## src/design/hrn_pkg.sv

```systemverilog
`timescale 1ns / 1ps
package hrn_pkg;

  localparam int COORD_BITS       = 20;
  localparam int DIFF_W           = COORD_BITS;
  localparam int SQ_W             = 2 * COORD_BITS + 2;
  localparam int ROOT_W           = SQ_W / 2;
  localparam int REM_W            = ROOT_W + 2;
  localparam int SUM_W            = ROOT_W + 2;
  localparam int PROD_W           = 4 * SUM_W;
  localparam int AREA_W           = 34;
  localparam int AREA_FRAC_SHIFT  = 10;
  localparam int ASQ_ROOT_W       = AREA_W + AREA_FRAC_SHIFT;
  localparam int ASQ_W            = 2 * ASQ_ROOT_W;
  localparam int AREM_W           = ASQ_ROOT_W + 2;
  localparam int CFG_W            = 16;
  localparam int LANE_LAT         = 3 + ROOT_W;
  localparam int MERGE_LAT        = 6 + ASQ_ROOT_W;
  localparam int PIPE_LAT         = LANE_LAT + MERGE_LAT;

  typedef logic signed [COORD_BITS-1:0] coord_t;
  typedef logic [ROOT_W-1:0]            root_t;
  typedef logic [AREA_W-1:0]            area_t;

  typedef struct packed {
    coord_t x;
    coord_t y;
    coord_t z;
  } vec3_t;

endpackage

```

## src/design/hrn_edge_lane.sv

```systemverilog
`timescale 1ns / 1ps
module hrn_edge_lane (
  input  logic                     clk,
  input  logic                     en,
  input  hrn_pkg::vec3_t           p,
  input  hrn_pkg::vec3_t           q,
  input  logic [hrn_pkg::CFG_W-1:0] min_edge_sq,
  output hrn_pkg::root_t           root,
  output logic                     deg
);
  import hrn_pkg::*;

  coord_t                  pc [3];
  coord_t                  qc [3];
  logic [DIFF_W-1:0]       ad [3];
  logic [DIFF_W-1:0]       d_r [3];
  logic [2*DIFF_W-1:0]     sq_r [3];
  logic [SQ_W-1:0]         sum_r;

  logic [SQ_W-1:0]         val_r [ROOT_W];
  logic [REM_W-1:0]        rem_r [ROOT_W];
  logic [ROOT_W-1:0]       rt_r  [ROOT_W];
  logic                    dg_r  [ROOT_W];
  logic [SQ_W-1:0]         val_nxt [ROOT_W];
  logic [REM_W-1:0]        rem_nxt [ROOT_W];
  logic [ROOT_W-1:0]       rt_nxt  [ROOT_W];
  logic                    dg_nxt  [ROOT_W];

  assign pc[0] = p.x;
  assign pc[1] = p.y;
  assign pc[2] = p.z;
  assign qc[0] = q.x;
  assign qc[1] = q.y;
  assign qc[2] = q.z;

  always_comb begin
    logic signed [COORD_BITS:0] df;
    for (int i = 0; i < 3; i++) begin
      df = $signed({pc[i][COORD_BITS-1], pc[i]}) - $signed({qc[i][COORD_BITS-1], qc[i]});
      ad[i] = df[COORD_BITS] ? DIFF_W'(-df) : DIFF_W'(df);
    end
  end

  always_ff @(posedge clk) begin
    if (en) begin
      for (int i = 0; i < 3; i++) begin
        d_r[i]  <= ad[i];
        sq_r[i] <= d_r[i] * d_r[i];
      end
      sum_r <= SQ_W'(sq_r[0]) + SQ_W'(sq_r[1]) + SQ_W'(sq_r[2]);
    end
  end

  // one root bit per stage
  always_comb begin
    logic [SQ_W-1:0]   vin;
    logic [REM_W-1:0]  rin;
    logic [ROOT_W-1:0] rtin;
    logic [REM_W-1:0]  rsh;
    logic [REM_W-1:0]  trial;
    for (int k = 0; k < ROOT_W; k++) begin
      if (k == 0) begin
        vin       = sum_r;
        rin       = '0;
        rtin      = '0;
        dg_nxt[k] = (sum_r <= SQ_W'(min_edge_sq));
      end else begin
        vin       = val_r[k-1];
        rin       = rem_r[k-1];
        rtin      = rt_r[k-1];
        dg_nxt[k] = dg_r[k-1];
      end
      rsh   = {rin[REM_W-3:0], vin[SQ_W-1:SQ_W-2]};
      trial = {rtin, 2'b01};
      if (rsh >= trial) begin
        rem_nxt[k] = rsh - trial;
        rt_nxt[k]  = {rtin[ROOT_W-2:0], 1'b1};
      end else begin
        rem_nxt[k] = rsh;
        rt_nxt[k]  = {rtin[ROOT_W-2:0], 1'b0};
      end
      val_nxt[k] = {vin[SQ_W-3:0], 2'b00};
    end
  end

  always_ff @(posedge clk) begin
    if (en) begin
      val_r <= val_nxt;
      rem_r <= rem_nxt;
      rt_r  <= rt_nxt;
      dg_r  <= dg_nxt;
    end
  end

  assign root = rt_r[ROOT_W-1];
  assign deg  = dg_r[ROOT_W-1];

endmodule

```

## config.mk

```make
export PLATFORM = sky130hd
export DESIGN_NAME = hrn_edge_lane
export DESIGN_NICKNAME = d
export VERILOG_FILES = /design/src/design/hrn_pkg.sv /design/src/design/hrn_edge_lane.sv
export SDC_FILE = /design/constraint.sdc
export NUM_CORES = 2
export LEC_CHECK = 0
export BUFFER_PORTS_ARGS = -buffer_cell sky130_fd_sc_hd__buf_2
export CAP_MARGIN = 20
export CORE_MARGIN = 1.5
export CORE_UTILIZATION = 45
export DETAILED_ROUTE_END_ITERATION = 8
export GPL_TIMING_DRIVEN = 0
export PLACE_DENSITY = 0.59
export SYNTH_ARGS = -nofsm -noshare
export SYNTH_HDL_FRONTEND = slang
export SYNTH_SLANG_ARGS = --single-unit
export TNS_END_PERCENT = 50
```

## constraint.sdc

```tcl
create_clock -name clk -period 8.5 [get_ports clk]
set_input_delay 1.7 -clock clk [delete_from_list [all_inputs] [get_ports clk]]
set_output_delay 1.7 -clock clk [all_outputs]
set_load 0.02 [all_outputs]
```

* Word-level counts from Yosys, hierarchy flattened *
Memories as Yosys holds them, arrays and structs flattened.
Index checks and enable logic that the tools add are counted.

operators by class
  multiplexer cells = 46
  $lt $le $gt $ge = 22
  add/sub/neg operators = 28
  $mul = 3

operator list
  kind                                                            count
  21-bit two-way mux                                              19
  20-bit by 20-bit multiplier with 40-bit output                  3
  20-bit by 20-bit subtractor with 21-bit output                  3
  20-bit two-way mux                                              3
  20-bit negation                                                 3
  41-bit by 40-bit adder with 42-bit output                       1
  42-bit by 16-bit less-or-equal comparator with 1-bit output     1
  40-bit by 40-bit adder with 41-bit output                       1
  23-bit by 10-bit greater-or-equal comparator with 1-bit output  1
  23-bit by 11-bit greater-or-equal comparator with 1-bit output  1
  23-bit by 12-bit greater-or-equal comparator with 1-bit output  1
  23-bit by 13-bit greater-or-equal comparator with 1-bit output  1
  23-bit by 14-bit greater-or-equal comparator with 1-bit output  1
  23-bit by 15-bit greater-or-equal comparator with 1-bit output  1
  23-bit by 16-bit greater-or-equal comparator with 1-bit output  1
  23-bit by 17-bit greater-or-equal comparator with 1-bit output  1
  23-bit by 18-bit greater-or-equal comparator with 1-bit output  1
  23-bit by 19-bit greater-or-equal comparator with 1-bit output  1
  23-bit by 20-bit greater-or-equal comparator with 1-bit output  1
  23-bit by 21-bit greater-or-equal comparator with 1-bit output  1
  23-bit by 22-bit greater-or-equal comparator with 1-bit output  1
  23-bit by 3-bit greater-or-equal comparator with 1-bit output   1
  23-bit by 4-bit greater-or-equal comparator with 1-bit output   1
  23-bit by 5-bit greater-or-equal comparator with 1-bit output   1
  27 further kinds                                                49

word-level totals
  output and inout bits = 22
  input port bits = 138
  word-level logic and storage cells = 185
  memories = 2
  RAM bits = 180
  register bits after elaboration = 1116

memories
  memory  depth  bits a word  rd ports  clocked after Yosys merged registers in  wr ports  RTL line             RTL
  sq_r    3      40           3         0                                        3         hrn_edge_lane.sv:17  logic [2*DIFF_W-1:0] sq_r [3];
  d_r     3      20           3         0                                        3         hrn_edge_lane.sv:16  logic [DIFF_W-1:0] d_r [3];

* Depth between registers and ports, before layout *
  depth in word-level cells = 3
  gate-level depth with buffers = 29
  depth with buffers taken out = 27

* Worst setup path before layout *
OpenSTA, ideal clock, no wires.

  kind = register to register
  start point = memory d_r[0][10] (netlist bit)
  end point = memory sq_r[0][35] (netlist bit), data pin
  library setup time = 0.259 ns
  stages on the path, launching flop included = 30
  buffers on the path = 2
  required time = 8.241 ns
  setup slack = 0.794 ns
  period minus slack after synthesis = 7.706 ns
  data arrival time = 7.448 ns
  path through = edfxtp_1 -> clkbuf_1 -> clkbuf_1 -> nand2_1 -> fa_1 -> inv_1 -> fa_1 -> inv_1 -> fa_1 -> inv_1 -> fa_1 -> inv_1 -> fa_1 -> inv_1 -> fa_1 -> inv_1 -> fa_1 -> inv_1 -> ha_1 -> a21o_1 -> a21o_1 -> a2111oi_0 -> o21ai_1 -> a311oi_1 -> o21a_1 -> o21ai_1 -> a311o_1 -> a221o_1 -> a21oi_1 -> xnor2_1

RTL lines
  item                RTL line
  start: declaration  hrn_edge_lane.sv:16
  end: declaration    hrn_edge_lane.sv:17

==> reports/summary.txt <==
Residual DRC - 0
Die H - 463.3 um
Crit Path Max Fanout - 10
Worst hold path type - flop to flop
Vias - 60615
Hold path start - val_nxt[742]
Layout cells sized above 1 - 6.359%
Drt first-iter violations - 3796
Clock Latency Late Sink - 780 ps
Die W - 463.3 um
Startpoint types - flop
Simple-Gate Fraction of Synth Area - 9.921%
Mapped Area - 0.09535 mm2
Synth unique cells - 96
Minimum clock period - 8278 ps
Final ANT Viol Nets - 0
XOR/XNOR Fraction of Synth Area - 5.094%
First-pass GRT wire length - 333.0 mm
Vias in the first global route - 62248
Leading area contributor after synthesis - edfxtp_1
Clock Tree Root - clkbuf_16
Worst Path Required - 9030 ps
Top cells by count, synth - inv_1, edfxtp_1, fa_1, ha_1, nand2_1
FILL cells - 18760
Maximum clock frequency - 0.1208 GHz
IO buf count - 159
Fin. Hold Viols - 0
Gr usage total - 19.61%
FFs w/ async S/R, synth - 0%
Core Region - 0.2100 mm2
Max_cap viols - 0
Post-synthesis cell count - 8467
RSZ-0062 raised after global routing - true
Synth Area in Compound Gates - 8.535%
Post-synthesis register bit count - 1276
IO Pins - 160
Number of diodes - 0
Final setup violation count - 0
Area contributors post-synth - edfxtp_1, fa_1, ha_1, inv_1, xnor2_1
Combinational family with the most area after synthesis - adder cells
Gpl congestion - 0.8943
Crit-path max cell delay - 580 ps
Drt total wl - 209.8 mm
Crit end category - flop
TritonCTS sink count - 1276
Final Instance Area - 0.1047 mm2
Nets@finish - 10628
Adder-cell area share of the yosys netlist - 29.25%
Hold Buf Count CTS - 0
Initial core utilization - 45.40%
Initial antenna violation count - 0
Synth Warn # - 0
Synth Flop Type - edfxtp_1
Worst Path Arrival - 8810 ps
Worst r2r path cells - 29
Drt first pass iters - 6
Final Cycle Share - 97.39%
Hold slack final - 398.6 ps
Share of the yosys chip area belonging to registers - 40.19%
Most common cell in the netlist - inv_1
Grt total ovfl - 0
Hold Path Depth - 0
TritonCTS Buffers - 143
Post-DP HPWL - 165.7 mm
CTS tree - built
Post-synth top area share - 40.19%
Area delta synth->final - 9.849%
R2R Setup Slk - 220 ps
Worst Max-Slew Pin Slew - 1039 ps
Final Max Slew Viols - 0
Worst Setup Path Type - flop to flop
Hold Path Sink - val_nxt[702]
Worst-path clk slew - 60 ps
Post-synthesis mux area share - 0.4068%
EDFF count, synth - 1276
Area after DPL - 0.09991 mm2
H-tree depth - 4
Reg2reg start - d_r[0][8]
Worst R2R End - sq_r[0][35]
# rows - 168
Status - completed
Avg Synthesized Cell Area - 11.26 um2
Slowest CP cell - fa_1
Slew headroom - 30.74%
Post-DR vias/cell - 5.178
Die area - 0.2147 mm2
DR WL/cell - 17.93 um
Largest net degree at the start of global routing - 174
Final Skew - 35.18 ps
CTS Buffer Depth - 3
kinds of logic after synthesis:
group,after synthesis
flip-flops,1276
buffers and inverters,1674
adder cells (fa/ha/maj),1702
AND/OR/NAND/NOR,1939
multiplexers,35
AO/OA/AOI/OAI,1287
XOR/XNOR,553
other,1
flip-flops by register name, summed over array words and instances (netlist names):
signal   cells
rt_r       210
val_nxt    380
deg          1
root        21
sq_r       117
sum_r       42
rem_r      385
d_r         60
val_r       40
dg_nxt      20
repair_timing:
action                     4_1_cts  5_1_grt
setup endpoints to repair       32       23
resized for setup               43       53
pin swaps                        0        2
setup buffers                    0       15
critical path: cells and delay by family (launching register included):
family,cells,cell delay (ps)
xor+xnor,1,80
flops,1,380
buf+inv,9,1010
simple gates,1,100
fa+ha+maj,8,3870
compound gates,10,2590
final cells by class:
| cell class | instances | area, um2 | area share, % |
|---|---|---|---|
| Tap cell | 2805 | 3510 | 3.351 |
| Sequential cell | 1276 | 38320 | 36.58 |
| Inverter | 1495 | 5612 | 5.358 |
| Clock inverter | 76 | 764.5 | 0.7299 |
| Clock buffer | 181 | 3806 | 3.634 |
| Buffer | 170 | 738.2 | 0.7048 |
| Timing Repair Buffer | 183 | 1164 | 1.111 |
| Multi-Input combinational cell | 5520 | 50830 | 48.53 |
cells in the final DEF, fill, tap and decap left out, drive strengths merged, types with 57 or more instances in the layout:
master	count
a21o	185
fa	878
ha	823
inv	1505
edfxtp	1276
xor2	193
nand2	647
nand3	92
o21a	92
and2	246
nand2b	78
nor2b	72
o21ai	272
buf	192
clkbuf	342
nor3	142
nand4	57
nor2	373
xnor2	359
a21oi	408
layer usage:
| layer | global-route usage, % | wire (um) |
|---|---|---|
| met5 | 0 | 0 |
| met4 | 6.893 | 7247 |
| met1 | 25.18 | 89900 |
| met2 | 34.03 | 104300 |
| met3 | 2.443 | 8344 |
through the flow:
stage / std cells / utilization [%] / worst slack [ps] / TNS [ps]
finish: 11706 / 49.88 / 221.8 / 0
global route: 11706 / 49.88 / -176.8 / -176.8
CTS: 11699 / 49.80 / 31.35 / 0
detailed placement: 11443 / 47.58 / -780.6 / -9663
global placement: 11434 / 47.46 / -14330 / -
floorplan: 8470 / - / 793.6 / 0
worst max path at each step:
| stage | start | end | slack [ps] | cells past startpoint |
|---|---|---|---|---|
| final | d_r[0][8] | sq_r[0][35] | 220 | 29 |
| after global routing | d_r[0][8] | sq_r[0][35] | -180 | 29 |
| after CTS | d_r[0][10] | sq_r[0][35] | 30 | 29 |
| after detailed placement | d_r[0][10] | sq_r[0][35] | -780 | 29 |
| after global placement | en | d_r[0][35] | -14330 | 1 |
| after floorplan | d_r[0][10] | sq_r[0][35] | 790 | 29 |
Power is not shown: default switching activity piles up to over one toggle a cycle in this logic, so the estimate is an artifact.
